## config.mk

```make
export PLATFORM = sky130hd
export DESIGN_NAME = ir_pulse_width_frame_decoder
export DESIGN_NICKNAME = d
export VERILOG_FILES = /design/src/rtl/irfd_pkg.sv /design/src/rtl/irfd_cmd_fifo.sv /design/src/rtl/irfd_res_fifo.sv /design/src/rtl/irfd_classify.sv /design/src/rtl/irfd_frame_engine.sv /design/src/rtl/ir_pulse_width_frame_decoder.sv
export SDC_FILE = /design/constraint.sdc
export NUM_CORES = 1
export LEC_CHECK = 0
export BUFFER_PORTS_ARGS = -buffer_cell sky130_fd_sc_hd__buf_2
export CAP_MARGIN = 20
export CORE_MARGIN = 2
export CORE_UTILIZATION = 55
export CTS_CLUSTER_DIAMETER = 40
export CTS_CLUSTER_SIZE = 30
export DETAILED_ROUTE_END_ITERATION = 8
export PLACE_DENSITY_LB_ADDON = 0.08
export SYNTH_ARGS = -nofsm -noshare
export SYNTH_HDL_FRONTEND = slang
export SYNTH_SLANG_ARGS = --single-unit
```

## constraint.sdc

```tcl
create_clock -name clk_i -period 3.9 [get_ports clk_i]
set_clock_uncertainty 0.2 [all_clocks]
set_input_delay 0.195 -clock clk_i [delete_from_list [all_inputs] [get_ports clk_i]]
set_output_delay 0.195 -clock clk_i [all_outputs]
set_load 0.01 [all_outputs]
```

## src/rtl/irfd_pkg.sv

```systemverilog
// Types, constants and a helper function of the infrared frame decoder.
package irfd_pkg;

  // Width of the phase length port and how many of its bits are used.
  localparam int unsigned PhaseBits     = 16;
  localparam int unsigned DURATION_BITS = 16;
  localparam int unsigned LenBits       = (DURATION_BITS < PhaseBits) ? DURATION_BITS : PhaseBits;

  // Configuration port.
  localparam int unsigned CfgBits    = 16;
  localparam int unsigned WinBits    = CfgBits + 1;
  localparam int unsigned CfgIdxBits = 3;

  typedef enum logic [CfgIdxBits-1:0] {
    RegHeaderLowCentre  = 3'd0,
    RegHeaderHighCentre = 3'd1,
    RegOneHighCentre    = 3'd2,
    RegZeroHighCentre   = 3'd3,
    RegGapLowCentre     = 3'd4,
    RegBitTolerance     = 3'd5,
    RegHeaderTolerance  = 3'd6
  } cfg_reg_e;

  localparam logic [CfgBits-1:0] HeaderLowReset  = 16'd576;
  localparam logic [CfgBits-1:0] HeaderHighReset = 16'd276;
  localparam logic [CfgBits-1:0] OneHighReset    = 16'd98;
  localparam logic [CfgBits-1:0] ZeroHighReset   = 16'd32;
  localparam logic [CfgBits-1:0] GapLowReset     = 16'd41;
  localparam logic [CfgBits-1:0] BitTolReset     = 16'd10;
  localparam logic [CfgBits-1:0] HeaderTolReset  = 16'd60;

  // Frame layout.
  localparam int unsigned ByteBits     = 8;
  localparam int unsigned StoreDepth   = 3;
  localparam int unsigned FrameBits    = 32;
  localparam int unsigned BitCountBits = 6;

  localparam logic [ByteBits-1:0] CodeOn  = 8'h46;
  localparam logic [ByteBits-1:0] CodeOff = 8'h15;

  typedef enum logic [1:0] {
    ClassOther = 2'd0,
    ClassOn    = 2'd1,
    ClassOff   = 2'd2
  } cmd_class_e;

  // Receiver state: waiting for a header, header low seen, inside a frame.
  typedef enum logic [1:0] {
    RxIdle  = 2'd0,
    RxArmed = 2'd1,
    RxData  = 2'd2
  } rx_state_e;

  // Depth of both decoupling queues.
  localparam int unsigned QueueDepth = 2;
  localparam int unsigned QPtrBits   = (QueueDepth > 1) ? $clog2(QueueDepth) : 1;
  localparam int unsigned QCntBits   = $clog2(QueueDepth + 1);

  // Window hits of one phase, worked out by the front end.
  typedef struct packed {
    logic is_high;
    logic hdr_low;
    logic hdr_high;
    logic one;
    logic zero;
    logic gap;
  } phase_class_t;

  typedef struct packed {
    logic [ByteBits-1:0] first_byte;
    logic [ByteBits-1:0] second_byte;
    logic [ByteBits-1:0] third_byte;
    logic [ByteBits-1:0] fourth_byte;
    logic                check_ok;
    cmd_class_e          command_class;
  } frame_t;

  // Open window test: centre - tol < len < centre + tol, with no wrap-around.
  // The lower bound is rewritten as len + tol > centre so that it stays unsigned.
  function automatic logic in_window(input logic [LenBits-1:0] len,
                                     input logic [CfgBits-1:0] centre,
                                     input logic [CfgBits-1:0] tol);
    logic [WinBits-1:0] len_w;
    logic [WinBits-1:0] lo_sum;
    logic [WinBits-1:0] hi_sum;
    len_w  = WinBits'(len);
    lo_sum = len_w + WinBits'(tol);
    hi_sum = WinBits'(centre) + WinBits'(tol);
    return (lo_sum > WinBits'(centre)) && (len_w < hi_sum);
  endfunction

endpackage

```

## src/rtl/irfd_cmd_fifo.sv

```systemverilog
// Short queue of classified phases between the front end and the frame engine.
module irfd_cmd_fifo (
  input  logic                  clk_i,
  input  logic                  rst_ni,
  input  logic                  wr_en_i,
  input  irfd_pkg::phase_class_t wr_data_i,
  output logic                  full_o,
  input  logic                  rd_en_i,
  output irfd_pkg::phase_class_t rd_data_o,
  output logic                  valid_o
);
  import irfd_pkg::*;

  phase_class_t         mem_q [QueueDepth];
  logic [QPtrBits-1:0]  wr_ptr_q, wr_ptr_d;
  logic [QPtrBits-1:0]  rd_ptr_q, rd_ptr_d;
  logic [QCntBits-1:0]  count_q, count_d;
  logic                 do_wr, do_rd;

  assign full_o    = (count_q == QCntBits'(QueueDepth));
  assign valid_o   = (count_q != '0);
  assign do_wr     = wr_en_i && !full_o;
  assign do_rd     = rd_en_i && valid_o;
  assign rd_data_o = mem_q[rd_ptr_q];

  always_comb begin
    wr_ptr_d = wr_ptr_q;
    rd_ptr_d = rd_ptr_q;
    count_d  = count_q;
    if (do_wr) begin
      wr_ptr_d = (wr_ptr_q == QPtrBits'(QueueDepth - 1)) ? '0 : wr_ptr_q + 1'b1;
    end
    if (do_rd) begin
      rd_ptr_d = (rd_ptr_q == QPtrBits'(QueueDepth - 1)) ? '0 : rd_ptr_q + 1'b1;
    end
    if (do_wr && !do_rd) begin
      count_d = count_q + 1'b1;
    end else if (do_rd && !do_wr) begin
      count_d = count_q - 1'b1;
    end
  end

  always_ff @(posedge clk_i or negedge rst_ni) begin
    if (!rst_ni) begin
      wr_ptr_q <= '0;
      rd_ptr_q <= '0;
      count_q  <= '0;
    end else begin
      wr_ptr_q <= wr_ptr_d;
      rd_ptr_q <= rd_ptr_d;
      count_q  <= count_d;
    end
  end

  always_ff @(posedge clk_i) begin
    if (do_wr) begin
      mem_q[wr_ptr_q] <= wr_data_i;
    end
  end

endmodule

```

## src/rtl/irfd_res_fifo.sv

```systemverilog
// Output queue holding decoded frames until they are popped.
module irfd_res_fifo (
  input  logic            clk_i,
  input  logic            rst_ni,
  input  logic            wr_en_i,
  input  irfd_pkg::frame_t wr_data_i,
  output logic            full_o,
  input  logic            rd_en_i,
  output irfd_pkg::frame_t rd_data_o,
  output logic            empty_o
);
  import irfd_pkg::*;

  frame_t               mem_q [QueueDepth];
  logic [QPtrBits-1:0]  wr_ptr_q, wr_ptr_d;
  logic [QPtrBits-1:0]  rd_ptr_q, rd_ptr_d;
  logic [QCntBits-1:0]  count_q, count_d;
  logic                 do_wr, do_rd;

  assign full_o    = (count_q == QCntBits'(QueueDepth));
  assign empty_o   = (count_q == '0);
  assign do_wr     = wr_en_i && !full_o;
  assign do_rd     = rd_en_i && !empty_o;
  assign rd_data_o = mem_q[rd_ptr_q];

  always_comb begin
    wr_ptr_d = wr_ptr_q;
    rd_ptr_d = rd_ptr_q;
    count_d  = count_q;
    if (do_wr) begin
      wr_ptr_d = (wr_ptr_q == QPtrBits'(QueueDepth - 1)) ? '0 : wr_ptr_q + 1'b1;
    end
    if (do_rd) begin
      rd_ptr_d = (rd_ptr_q == QPtrBits'(QueueDepth - 1)) ? '0 : rd_ptr_q + 1'b1;
    end
    if (do_wr && !do_rd) begin
      count_d = count_q + 1'b1;
    end else if (do_rd && !do_wr) begin
      count_d = count_q - 1'b1;
    end
  end

  always_ff @(posedge clk_i or negedge rst_ni) begin
    if (!rst_ni) begin
      wr_ptr_q <= '0;
      rd_ptr_q <= '0;
      count_q  <= '0;
    end else begin
      wr_ptr_q <= wr_ptr_d;
      rd_ptr_q <= rd_ptr_d;
      count_q  <= count_d;
    end
  end

  always_ff @(posedge clk_i) begin
    if (do_wr) begin
      mem_q[wr_ptr_q] <= wr_data_i;
    end
  end

endmodule

```

## src/rtl/irfd_classify.sv

```systemverilog
// Front end: timing registers and window classification of each incoming phase.
module irfd_classify (
  input  logic                                 clk_i,
  input  logic                                 rst_ni,
  input  logic                                 cfg_we_i,
  input  logic [irfd_pkg::CfgIdxBits-1:0]      cfg_index_i,
  input  logic [irfd_pkg::CfgBits-1:0]         cfg_wdata_i,
  input  logic [irfd_pkg::PhaseBits-1:0]       phase_length_i,
  input  logic                                 phase_was_high_i,
  output irfd_pkg::phase_class_t               class_o
);
  import irfd_pkg::*;

  logic [CfgBits-1:0] hdr_low_c_q, hdr_high_c_q, one_c_q, zero_c_q, gap_c_q;
  logic [CfgBits-1:0] bit_tol_q, hdr_tol_q;
  logic [LenBits-1:0] len;

  always_ff @(posedge clk_i or negedge rst_ni) begin
    if (!rst_ni) begin
      hdr_low_c_q  <= HeaderLowReset;
      hdr_high_c_q <= HeaderHighReset;
      one_c_q      <= OneHighReset;
      zero_c_q     <= ZeroHighReset;
      gap_c_q      <= GapLowReset;
      bit_tol_q    <= BitTolReset;
      hdr_tol_q    <= HeaderTolReset;
    end else if (cfg_we_i) begin
      unique case (cfg_reg_e'(cfg_index_i))
        RegHeaderLowCentre:  hdr_low_c_q  <= cfg_wdata_i;
        RegHeaderHighCentre: hdr_high_c_q <= cfg_wdata_i;
        RegOneHighCentre:    one_c_q      <= cfg_wdata_i;
        RegZeroHighCentre:   zero_c_q     <= cfg_wdata_i;
        RegGapLowCentre:     gap_c_q      <= cfg_wdata_i;
        RegBitTolerance:     bit_tol_q    <= cfg_wdata_i;
        RegHeaderTolerance:  hdr_tol_q    <= cfg_wdata_i;
        default: begin
        end
      endcase
    end
  end

  // Only the low duration bits of the measurement take part.
  assign len = phase_length_i[LenBits-1:0];

  always_comb begin
    class_o.is_high  = phase_was_high_i;
    class_o.hdr_low  = in_window(len, hdr_low_c_q, hdr_tol_q);
    class_o.hdr_high = in_window(len, hdr_high_c_q, hdr_tol_q);
    class_o.one      = in_window(len, one_c_q, bit_tol_q);
    class_o.zero     = in_window(len, zero_c_q, bit_tol_q);
    class_o.gap      = in_window(len, gap_c_q, bit_tol_q);
  end

endmodule

```

## src/rtl/irfd_frame_engine.sv

```systemverilog
// Back end: receiver state machine, bit assembly and frame check.
module irfd_frame_engine (
  input  logic                   clk_i,
  input  logic                   rst_ni,
  input  logic                   cmd_valid_i,
  input  irfd_pkg::phase_class_t cmd_i,
  output logic                   cmd_pop_o,
  input  logic                   res_full_i,
  output logic                   res_valid_o,
  output irfd_pkg::frame_t       res_o
);
  import irfd_pkg::*;

  rx_state_e               state_q, state_d;
  logic [BitCountBits-1:0] cnt_q, cnt_d, next_cnt;
  logic [ByteBits-1:0]     shift_q, shift_d, base_shift, new_shift;
  logic [ByteBits-1:0]     bytes_q [StoreDepth];
  logic [ByteBits-1:0]     bytes_d [StoreDepth];
  logic                    go;
  logic                    check;

  // One classified phase is consumed per cycle unless the output queue is full.
  assign go        = cmd_valid_i && !res_full_i;
  assign cmd_pop_o = go;

  // The first bit of a frame starts from a cleared shift register.
  assign base_shift = (cnt_q == '0) ? '0 : shift_q;
  assign new_shift  = base_shift | {cmd_i.one, {(ByteBits - 1){1'b0}}};
  assign next_cnt   = cnt_q + 1'b1;
  assign check      = (bytes_q[2] == ~new_shift);

  always_comb begin
    res_o.first_byte  = bytes_q[0];
    res_o.second_byte = bytes_q[1];
    res_o.third_byte  = bytes_q[2];
    res_o.fourth_byte = new_shift;
    res_o.check_ok    = check;
    if (check && bytes_q[2] == CodeOn) begin
      res_o.command_class = ClassOn;
    end else if (check && bytes_q[2] == CodeOff) begin
      res_o.command_class = ClassOff;
    end else begin
      res_o.command_class = ClassOther;
    end
  end

  always_comb begin
    state_d     = state_q;
    cnt_d       = cnt_q;
    shift_d     = shift_q;
    bytes_d     = bytes_q;
    res_valid_o = 1'b0;
    if (go) begin
      if (cmd_i.is_high) begin
        if (state_q == RxArmed && cmd_i.hdr_high) begin
          state_d = RxData;
          cnt_d   = '0;
        end else if (state_q == RxData) begin
          // A high phase that fits neither bit window is ignored.
          if (cmd_i.one || cmd_i.zero) begin
            if (cnt_q == '0) begin
              bytes_d = '{default: '0};
            end
            cnt_d   = next_cnt;
            shift_d = new_shift >> 1;
            if (next_cnt == BitCountBits'(ByteBits)) begin
              bytes_d[0] = new_shift;
            end
            if (next_cnt == BitCountBits'(2 * ByteBits)) begin
              bytes_d[1] = new_shift;
            end
            if (next_cnt == BitCountBits'(3 * ByteBits)) begin
              bytes_d[2] = new_shift;
            end
            if (next_cnt == BitCountBits'(FrameBits)) begin
              res_valid_o = 1'b1;
              state_d     = RxIdle;
              cnt_d       = '0;
            end
          end
        end else begin
          state_d = RxIdle;
          cnt_d   = '0;
        end
      end else begin
        if (cmd_i.hdr_low) begin
          state_d = RxArmed;
          cnt_d   = '0;
        end else if (state_q == RxData && !cmd_i.gap) begin
          state_d = RxIdle;
          cnt_d   = '0;
        end
      end
    end
  end

  always_ff @(posedge clk_i or negedge rst_ni) begin
    if (!rst_ni) begin
      state_q <= RxIdle;
      cnt_q   <= '0;
    end else begin
      state_q <= state_d;
      cnt_q   <= cnt_d;
    end
  end

  always_ff @(posedge clk_i) begin
    shift_q <= shift_d;
    bytes_q <= bytes_d;
  end

endmodule

```

## src/rtl/ir_pulse_width_frame_decoder.sv

```systemverilog
// Top level of the infrared pulse width frame decoder.
// Each item is the measured length of one receiver phase and whether it was high.
// A low phase inside the header low window arms the receiver, and a high phase
// inside the header high window then opens a frame; data bits are high phases in
// the one or zero window (one wins where both match), and a low phase outside the
// gap window drops the frame. After 32 bits, collected least significant bit
// first, one result item carries the four bytes, the check that the third byte is
// the inverse of the fourth, and the command class (on for 0x46, off for 0x15).
// Windows are open intervals around each centre register. The block takes one
// item per clock cycle while full is low: the front end classifies the phase
// against all windows in the cycle it is accepted, and the frame engine consumes
// one classified phase per cycle from a two-entry queue unless the result queue
// is full. A completing item passes the phase queue and then the result queue
// before its frame appears on the result ports. The two queues let the input side
// keep pushing while a finished frame waits to be popped; full only rises once
// the result queue is full and the phase queue has filled behind it. Timing
// registers are written through the cfg port and should only be changed while
// the block is idle.
module ir_pulse_width_frame_decoder (
  input  logic                            clk_i,
  input  logic                            rst_ni,
  // Configuration write port
  input  logic                            cfg_we_i,
  input  logic [irfd_pkg::CfgIdxBits-1:0] cfg_index_i,
  input  logic [irfd_pkg::CfgBits-1:0]    cfg_wdata_i,
  // Phase input, queue style
  input  logic                            push,
  output logic                            full,
  input  logic [irfd_pkg::PhaseBits-1:0]  phase_length_i,
  input  logic                            phase_was_high_i,
  // Frame output, queue style
  output logic                            empty,
  input  logic                            pop,
  output logic [irfd_pkg::ByteBits-1:0]   first_byte_o,
  output logic [irfd_pkg::ByteBits-1:0]   second_byte_o,
  output logic [irfd_pkg::ByteBits-1:0]   third_byte_o,
  output logic [irfd_pkg::ByteBits-1:0]   fourth_byte_o,
  output logic                            check_ok_o,
  output logic [1:0]                      command_class_o
);
  import irfd_pkg::*;

  phase_class_t in_class;
  phase_class_t cmd;
  logic         cmd_valid;
  logic         cmd_pop;
  logic         res_valid;
  logic         res_full;
  frame_t       res_in;
  frame_t       res_out;

  // Front end: the timing registers and the window comparators.
  irfd_classify u_classify (
    .clk_i            (clk_i),
    .rst_ni           (rst_ni),
    .cfg_we_i         (cfg_we_i),
    .cfg_index_i      (cfg_index_i),
    .cfg_wdata_i      (cfg_wdata_i),
    .phase_length_i   (phase_length_i),
    .phase_was_high_i (phase_was_high_i),
    .class_o          (in_class)
  );

  // The queue's own full flag is the input side's back-pressure.
  irfd_cmd_fifo u_cmd_fifo (
    .clk_i     (clk_i),
    .rst_ni    (rst_ni),
    .wr_en_i   (push),
    .wr_data_i (in_class),
    .full_o    (full),
    .rd_en_i   (cmd_pop),
    .rd_data_o (cmd),
    .valid_o   (cmd_valid)
  );

  // Back end: receiver state and bit assembly.
  irfd_frame_engine u_engine (
    .clk_i       (clk_i),
    .rst_ni      (rst_ni),
    .cmd_valid_i (cmd_valid),
    .cmd_i       (cmd),
    .cmd_pop_o   (cmd_pop),
    .res_full_i  (res_full),
    .res_valid_o (res_valid),
    .res_o       (res_in)
  );

  irfd_res_fifo u_res_fifo (
    .clk_i     (clk_i),
    .rst_ni    (rst_ni),
    .wr_en_i   (res_valid),
    .wr_data_i (res_in),
    .full_o    (res_full),
    .rd_en_i   (pop),
    .rd_data_o (res_out),
    .empty_o   (empty)
  );

  assign first_byte_o    = res_out.first_byte;
  assign second_byte_o   = res_out.second_byte;
  assign third_byte_o    = res_out.third_byte;
  assign fourth_byte_o   = res_out.fourth_byte;
  assign check_ok_o      = res_out.check_ok;
  assign command_class_o = res_out.command_class;

endmodule

```

# Yosys cells after proc, flatten, opt, wreduce, memory -nomap -nowiden
# Memories as Yosys holds them, arrays and structs flattened.
# Cells that the tools add are included.
word_totals:
  register_bits: 159
  latchBits: 0
  ram_bits: 82
  romBits: 0
  inputBits: 41
  output_inout_bits: 37
  n_memories: 2
op_classes:
  add_sub_neg: 16
  n_mul: 0
  div: 0
  order_cmp: 10
  n_eq_ne: 19
  shift: 0
  mux: 39
  bitwise: 3
  n_reduce_logical: 50
mem_list:
  columns: ["memory", "words", "word_bits", "read_ports", "rd_clocked_by_memory_dff", "wr", "line_no", "source"]
  rows:
  - ["u_res_fifo.mem_q", 2, 35, 1, 0, 1, "irfd_res_fifo.sv:14", "frame_t mem_q [QueueDepth];"]
  - ["u_cmd_fifo.mem_q", 2, 6, 1, 0, 1, "irfd_cmd_fifo.sv:14", "phase_class_t mem_q [QueueDepth];"]
ops:
  columns: ["operator", "count"]
  rows:
  - ["16-bit by 16-bit adder with 17-bit output", 7]
  - ["17-bit by 16-bit > comparator with 1-bit output", 5]
  - ["16-bit by 17-bit less-than comparator with 1-bit output", 5]
  - ["6-bit two-way mux", 7]
  - ["2-bit two-way mux", 13]
  - ["24-bit two-way mux", 1]
  - ["8-bit two-way mux", 3]
  - ["1-bit logical AND", 18]
  - ["6-bit AND reduction", 3]
  - ["1-bit two-way mux", 14]
  - ["2-bit AND reduction", 7]
  - ["6-bit by 5-bit == test with 1-bit output (second input constant)", 2]
  - ["2-bit nonzero test", 6]
  - ["3-bit == test (second input constant)", 3]
  - ["8-bit by 5-bit == test with 1-bit output (second input constant)", 1]
  - ["8-bit by 7-bit == test with 1-bit output (second input constant)", 1]
  - ["8-bit == test", 1]
  - ["1-bit zero test", 8]
  - ["4-bit by 3-bit != test with 1-bit output (second input constant)", 2]
  - ["8-bit NOT", 1]
  - ["8-bit OR", 1]
  - ["7-bit two-way mux", 1]
  - ["6-bit by 1-bit adder with 6-bit output (second input constant)", 1]
  - ["2-bit == test (second input constant)", 3]
  - ["other kinds (17)", 23]

# Longest topological paths before layout
# Gate-level depths: netlist of the first run.
logic_depth:
  depth_word: 13
  ltp_mapped: 16
  depth_no_buf: 16

# Cells and area by module
# A second synthesis of the first run with hierarchy kept.
hier_totals:
  hier_cells: 1715
  hier_area_um2: 17698.2
by_module_without_submodules:
  columns: ["module", "n_inst", "cells_each", "area_each_um2", "seq_area_each_um2"]
  rows:
  - ["irfd_classify", 1, 1364, 12206.7, 2825.2]
  - ["irfd_res_fifo", 1, 128, 2872.8, 2202.1]
  - ["irfd_frame_engine", 1, 185, 1978.1, 1131.1]
  - ["irfd_cmd_fifo", 1, 38, 640.6, 460.4]

# Least setup slack after synthesis of the first run
# OpenSTA, ideal clock, no wires.
synth_path:
  path_type: "register to register"
  startpoint: "register u_classify.hdr_tol_q[1]"
  endpoint: "memory u_cmd_fifo.mem_q[0][3] (netlist name), data pin"
  setup_ns: 0.268
  t_arrival_ns: 3.255
  setup_slack_ns: 0.177
  stages_incl_launch_ff: 15
  period_less_slack_ns: 3.723
  cell_sequence: "dfrtp_1 ha_1 a211oi_2 o21a_2 o31ai_1 o41a_1 or4b_1 nand3_1 ha_1 and3_1 a221oi_1 o21ai_0 a2bb2oi_1 o21ai_0 a22oi_1"
synth_rtl:
  columns: ["item", "line_no", "source"]
  rows:
  - ["start: declaration", "irfd_classify.sv:15", "logic [CfgBits-1:0] bit_tol_q, hdr_tol_q;"]
  - ["start signal: assignment", "irfd_classify.sv:26", "hdr_tol_q <= HeaderTolReset;"]
  - ["start signal: assignment", "irfd_classify.sv:35", "RegHeaderTolerance: hdr_tol_q <= cfg_wdata_i;"]
  - ["end: declaration", "irfd_cmd_fifo.sv:14", null]

==> results of run 1 <==
[metrics by stage]
stage	setup slack, ps	utilization	hold slack, ps	setup TNS [ps]
floorplan	177	-	-301	0
global placement	-107	0.611	73.1	-428
detailed placement	-209	0.611	52.8	-1120
CTS	6.82	0.671	72.3	0
global route	-88.5	0.686	20.6	-499
finish	10.2	0.686	9.17	0
[flip-flops by register name (all words and copies together), names as in the netlist]
register                 cells
u_cmd_fifo.mem_q            12
u_classify.zero_c_q         16
u_classify.one_c_q          16
u_res_fifo.rd_ptr_q          1
u_cmd_fifo.wr_ptr_q          1
u_classify.bit_tol_q        16
u_res_fifo.mem_q            70
u_res_fifo.count_q           2
u_classify.hdr_low_c_q      16
u_classify.hdr_tol_q        16
u_engine.cnt_q               6
u_cmd_fifo.rd_ptr_q          1
u_engine.state_q             2
u_engine.shift_q             7
u_classify.hdr_high_c_q     16
u_classify.gap_c_q          16
u_cmd_fifo.count_q           2
u_res_fifo.wr_ptr_q          1
u_engine.res_o              24
[layout by cell type (no fill, tap or decap), types with 6 or more instances in the layout]
cell / Yosys / layout
ha_1: 271 / 259
buf_4: 0 / 139
inv_1: 136 / 136
nand2_1: 123 / 123
o21ai_0: 135 / 119
edfxtp_1: 113 / 113
dfrtp_1: 110 / 108
a21oi_1: 110 / 98
nor2_1: 95 / 92
mux2_2: 89 / 89
buf_2: 1 / 76
xnor2_1: 55 / 54
a21o_1: 52 / 52
xor2_1: 46 / 45
clkbuf_16: 0 / 41
nand2b_1: 27 / 26
nand3_1: 28 / 25
nor3_1: 28 / 23
nand4_1: 23 / 23
dlygate4sd3_1: 0 / 20
dfstp_2: 18 / 18
nor2b_1: 17 / 16
a31oi_1: 18 / 14
o21bai_1: 16 / 14
o21a_1: 13 / 13
a21oi_2: 0 / 11
and3_1: 12 / 11
o21ai_1: 3 / 10
o21ai_2: 0 / 9
a211o_1: 9 / 9
a211oi_1: 16 / 8
a211oi_2: 1 / 8
or2_2: 8 / 8
ha_4: 0 / 8
o211ai_1: 7 / 7
o22ai_1: 7 / 6
and4_1: 6 / 6
fa_2: 0 / 6
inv_6: 0 / 6
[power groups by stage]
stage	registers (mW)	logic (mW)	clock network (mW)
final	3.52	8.23	3.74
after global routing	3.56	9.14	3.91
after detailed placement	3.55	7.47	0
after CTS	3.51	7.75	3.78
after global placement	3.53	7.28	0
after floorplan	3.40	5.19	0
[timing repair]
action | in CTS | in global routing
hold buffers | 20 | 0
buffers inserted | 17 | 8
endpoints found under the setup margin | 10 | 10
pin swaps | 19 | 52
endpoints found under the hold margin | 185 | 0
gates resized for setup | 31 | 86
cloned | 0 | 0
[per-layer routing]
layer,routed length [um],vias up
met5,0,-
met4,1950,0
met2,23900,388
met1,22300,7088
met3,2410,111
li1,-,6951
[worst paths after layout]
kind                                                      from                                      to  slack [ps]  cells past startpoint
min reg2reg                   u_engine.res_o[30]$_SDFFCE_PP0P_       u_res_fifo.mem_q[0][30]$_DFFE_PP_         240                      0
max reg2reg                u_classify.bit_tol_q[0]$_DFFE_PN0P_        u_cmd_fifo.mem_q[0][2]$_DFFE_PP_          10                     14
min in group asynchronous                               rst_ni  u_classify.hdr_low_c_q[13]$_DFFE_PN0P_          80                      2
min                                             cfg_index_i[1]     u_classify.hdr_tol_q[1]$_DFFE_PN0P_           9                      3
max                        u_classify.bit_tol_q[0]$_DFFE_PN0P_        u_cmd_fifo.mem_q[0][2]$_DFFE_PP_          10                     14
max in group asynchronous                               rst_ni   u_classify.hdr_low_c_q[9]$_DFFE_PN1P_        2450                      3
[critical path: stages, from the launching register on]
cell      delay, ps
dfrtp_2         430
ha_2            200
fa_2            350
a211oi_2        200
buf_4           150
o21ai_1          90
and4_1          260
o21a_1          220
or2_2           300
ha_1            290
a211o_1         160
a41oi_1          60
or3_1           340
o22ai_2         210
a22oi_2         130
[logic make-up after synthesis]
group / share of synthesized area
compound gates: 0.165
simple gates: 0.113
fa+ha+maj: 0.201
flops: 0.376
buf+inv: 0.0347
xor+xnor: 0.0503
mux: 0.0598
[final cells by class]
class                      count  area (um2)  share of cell area
inverter                     136         510              0.0236
timing repair buffer         241        1700              0.0786
multi-input combinational   1336       10900               0.502
clock inverter                27         342              0.0158
tap                          402         503              0.0232
clock buffer                  48        1100              0.0509
sequential                   241        6620               0.306
==> results.toml, run 1 <==
[run_status]
status = "finished clean"

[drt]
drt_iter0_markers = 990
routed_via_density = 5.98
firstDrtPassIters = 7
wl_um = 50500
wl_per_cell_um = 20.8
dr_total_vias = 14500
drcViolationCount = 0
final_antenna_net_count = 0

[critical_path]
worstSetupStartpointType = "register"
endpoint_kind = "register"
worstPathArrival_ps = 3930
cp_max_fo = 4
crit_required_ps = 3940
worstSetupPathType = "register to register"

[global_routing]
antenna_found_initial = 0
grtUsageMet2 = 0.518
grt_pass1_wl_um = 78600
grt.overflow.total = 0
grt_use_total = 0.304
grt_pass1_vias = 14600
use_met1 = 0.403
grt.busiest_layer = "met2"
use_met3 = 0.0377
grt_max_degree = 70

[power_and_ir_drop]
seq_power_share = 0.227
p_sw_frac = 0.398
finalPower_mw = 15.5
ir_worst_vdd_v = 0.000480
p_per_area_nw_per_um2 = 715
p_int_mw = 9.32
static-leakage-power_nw = 9.68
power.switching_mw = 6.17
pwr-share-clk = 0.241
combinationalPowerShare = 0.531

[yosys]
synth_area_leaders = "edfxtp_1 (19%), ha_1 (19%), dfrtp_1 (16%), mux2_2 (5.7%), o21ai_0 (3.8%)"
synth-seq-cells = 241
ys.warnings.count = 0
syn_nets = 2058
syn_area_um2 = 17600
yosysTopAreaCell = "edfxtp_1"
synth_ff_type = "edfxtp_1"
synth-edff-count = 113
synth-seq-area-share = 0.376
yosys.area.top_type_share = 0.193
async_flop_share = 0.531
syn_inst = 1739
synthTopCellsByCount = "ha_1 (271), inv_1 (136), o21ai_0 (135)"
synth_cell_types = 76
synth_most_common_cell = "ha_1"
avgSynthCellArea_um2 = 10.1

[placement]
postPlaceCellArea_um2 = 19300
port_buffers = 77
gp_congestion = 0.966
dp_hpwl_um = 37900
dp_cells = 2310

[cells_and_area]
drive_above_1_share = 0.251
fillers = 2481
final_cells = 2431
layout.nets = 2316
n_antenna_cell = 0
area_growth_pct = 23.2
final_cell_area_um2 = 21700

[clock_network]
clock-sinks = 241
insertion_delay_ps = 550
cts_made_buffers = 41
ctsLongestPathBuffers = 3
htree_levels = 2
cts-root-buf = "clkbuf_16"
clkTransAtPathRegs_ps = 50
cts_tree = "built"

[timing]
hold_viol = 0
fin_crit_ps = 3890
drv_slew = 0
finalSetupViolCount = 0
fmax_mhz = 257
worst-slew-pin-transition_ps = 861
rsz0062_at_grt = "true"
relSlewSlack = 0.426
fin_crit_sh = 0.997

[worst_hold_path]
min_path_type = "primary input to register"

[job]
maxCapViolCount = 0

[floorplanning]
die_y_um = 183
dieArea_um2 = 33400
fp.dieW_um = 183
row_count = 65
io_pins = 78
initial_core_util = 0.557
coreArea_um2 = 31600
Power figures use the tool's default switching activity.
==> run 2: changes to the inputs <==
--- a/config.mk
+++ b/config.mk
@@ -5,7 +5,8 @@
 export SDC_FILE = /design/constraint.sdc
 export NUM_CORES = 1
 export LEC_CHECK = 0
-export BUFFER_PORTS_ARGS = -buffer_cell sky130_fd_sc_hd__buf_2
+export ABC_AREA = 1
+export BUFFER_PORTS_ARGS = -buffer_cell sky130_fd_sc_hd__buf_4
 export CAP_MARGIN = 20
 export CORE_MARGIN = 2
 export CORE_UTILIZATION = 55
==> run 2 against run 1 <==
Net effect:
- the flow now finishes with violations (hold timing)
- worst setup slack better by 190 ps
- sequential power is 2% lower
- flip-flop and latch count unchanged
==> results.toml, run 2 <==
[yosys]
async_flop_share = 0.531
synth_cell_types = 46
synth-seq-cells = 241
syn_nets = 2527
synth-edff-count = 113
synth_most_common_cell = "nand2_1"
synth-seq-area-share = 0.367
avgSynthCellArea_um2 = 8.17
syn_area_um2 = 18000
synth_ff_type = "edfxtp_1"
yosysTopAreaCell = "edfxtp_1"
ys.warnings.count = 0
yosys.area.top_type_share = 0.188
syn_inst = 2208
synth_area_leaders = "edfxtp_1 (19%), ha_1 (19%), dfrtp_1 (15%), nand2_1 (12%), inv_1 (5.6%)"
synthTopCellsByCount = "nand2_1 (583), ha_1 (271), inv_1 (271)"

[critical_path]
max_stage_delay_ps = 490
endpoint_kind = "register"
path_cells = "ha_1 > nand3_1 > nand2_1 > a21boi_1 > o21ai_0 > xor2_1 > ha_1 > nand2_1 > nor2_1 > inv_1 > nor3_1 > nand4_1 > a21oi_1 > nor2_1"
critPathLaunch = "u_classify.bit_tol_q[2]$_DFFE_PN0P_"
worstSetupPathType = "register to register"
path_buf_inv = 1
critPathTopFamily = "simple AND/OR/NAND/NOR gates"
crit_required_ps = 3990
worstPathArrival_ps = 3790
worstSetupStartpointType = "register"
cp_max_fo = 4
slowest_stage = "o21ai_0"
timing.rr.start = "u_classify.bit_tol_q[2]$_DFFE_PN0P_"

[placement]
gp_congestion = 0.989
dp_hpwl_um = 38800
dp_cells = 2717
port_buffers = 77

[worst_hold_path]
min_path_type = "primary input to register"
hold_path.startpoint = "cfg_index_i[1]"

[timing]
rsz0062_at_grt = "false"
fin_crit_ps = 3700
fmax_mhz = 270
timing.setup.tns_ps = 0
finalSetupViolCount = 0
relSlewSlack = 0.278
worst-slew-pin-transition_ps = 1080
hold_viol = 2
drv_slew = 0
fin_crit_sh = 0.949
hold_slack_ps = -6.37

[drt]
drcViolationCount = 0
final_antenna_net_count = 0
dr_total_vias = 15200
wl_per_cell_um = 17.7
drt_iter0_markers = 1154
wl_um = 49900
routed_via_density = 5.39
firstDrtPassIters = 5

[power_and_ir_drop]
static-leakage-power_nw = 10.3
p_int_mw = 7.71
ir_worst_vdd_v = 0.000403
power.switching_mw = 5.78
combinationalPowerShare = 0.484
p_per_area_nw_per_um2 = 646
pwr-share-clk = 0.259
seq_power_share = 0.257
p_sw_frac = 0.429

[cells_and_area]
n_antenna_cell = 0
largest_reg_flops = 70
area_growth_pct = 15.8
final_common_cell = "nand2_1"
final_cells = 2812
drive_above_1_share = 0.0924
layout.nets = 2659
layout_common_cells = "nand2_1 (583), inv_1 (271), ha_1 (271), o21ai_0 (148), nor2_1 (140)"
regMostFlops = "u_res_fifo.mem_q"

[clock_network]
clkTransAtPathRegs_ps = 70
cts_made_buffers = 38
clock-sinks = 241
htree_levels = 2
post_cts_buffers = 0
ctsLongestPathBuffers = 3
cts-root-buf = "clkbuf_16"
cts_tree = "built"
insertion_delay_ps = 540

[floorplanning]
initial_core_util = 0.557
coreArea_um2 = 32400
io_pins = 78
dieArea_um2 = 34200
row_count = 66
die_y_um = 185
fp.dieW_um = 185

[global_routing]
antenna_found_initial = 0
grt.overflow.total = 0
grt_use_total = 0.297
grt_pass1_wl_um = 77900
grt_max_degree = 89
grt_pass1_vias = 14100

[run_status]
violations = "hold timing"
status = "finished with violations"

[job]
maxCapViolCount = 0
[run 2: final cells by class]
cell class | count | area [um2]
inverters | 279 | 1050
clock buffers | 43 | 1030
fillers | 2835 | 11500
clock inverters | 27 | 320
repair buffers | 120 | 1020
multi-input cells | 1660 | 10300
flip-flops and latches | 241 | 6620
well taps | 442 | 553
[run 2: worst paths after layout]
| kind | slack (ps) | end | cells after the start |
|---|---|---|---|
| max | 200 | u_cmd_fifo.mem_q[1][0]$_DFFE_PP_ | 14 |
| min | -6 | u_classify.hdr_high_c_q[1]$_DFFE_PN0P_ | 4 |
| max reg2reg | 200 | u_cmd_fifo.mem_q[1][0]$_DFFE_PP_ | 14 |
| min reg2reg | 250 | u_res_fifo.mem_q[1][19]$_DFFE_PP_ | 0 |
| max in group asynchronous | 1700 | u_cmd_fifo.count_q[0]$_DFFE_PN0P_ | 4 |
| min in group asynchronous | 500 | u_engine.cnt_q[0]$_DFFE_PN0P_ | 3 |
[run 2: layer usage]
layer,up-vias,track usage,share of wire
met5,-,0,0
met1,6945,0.406,0.46
met2,435,0.479,0.45
met4,0,0.118,0.039
met3,93,0.0409,0.051
li1,7693,-,-
[run 2: worst register-to-register path, stage by stage (launching register included)]
cell and delay, ps:
dfrtp_1 390, ha_1 360, nand3_1 100, nand2_1 120
a21boi_1 100, o21ai_0 490, xor2_1 230, ha_1 340
nand2_1 70, nor2_1 160, inv_1 70, nor3_1 410
nand4_1 150, a21oi_1 170, nor2_1 70
[run 2: stage by stage]
| step | setup slack (ps) | total power [mW] | cell area [um2] | hold WS, ps | utilization |
|---|---|---|---|---|---|
| detailed placement | 285 | 9.89 | 19200 | 24.9 | 0.594 |
| CTS | 246 | 13.5 | 20800 | 56.0 | 0.642 |
| global placement | 292 | 9.74 | 19200 | 16.6 | 0.594 |
| floorplan | 196 | 7.97 | 18000 | -301 | - |
| global route | 32.9 | 14.6 | 20900 | 37.3 | 0.645 |
| finish | 200 | 13.5 | 20900 | -6.37 | 0.645 |
[run 2: power by group through the flow]
stage	sequential (mW)	clock (mW)	combinational (mW)
3_3_place_gp	3.49	0	6.24
3_5_place_dp	3.50	0	6.39
6_report	3.46	3.50	6.53
2_1_floorplan	3.32	0	4.66
4_1_cts	3.45	3.55	6.46
5_1_grt	3.49	3.67	7.46
[run 2: logic make-up (layout without fill, tap and decap cells)]
family / after synthesis / in the layout / synth area share
xor+xnor: 107 / 107 / 0.0528
fa+ha+maj: 278 / 278 / 0.196
compound gates: 375 / 375 / 0.114
buf+inv: 307 / 469 / 0.0641
flops: 241 / 241 / 0.367
simple gates: 900 / 900 / 0.206
[run 2: repair_timing]
action,in CTS,in global routing
gates resized for setup,0,4
endpoints found under the hold margin,158,0
setup endpoints to repair,0,8
hold buffers,22,0
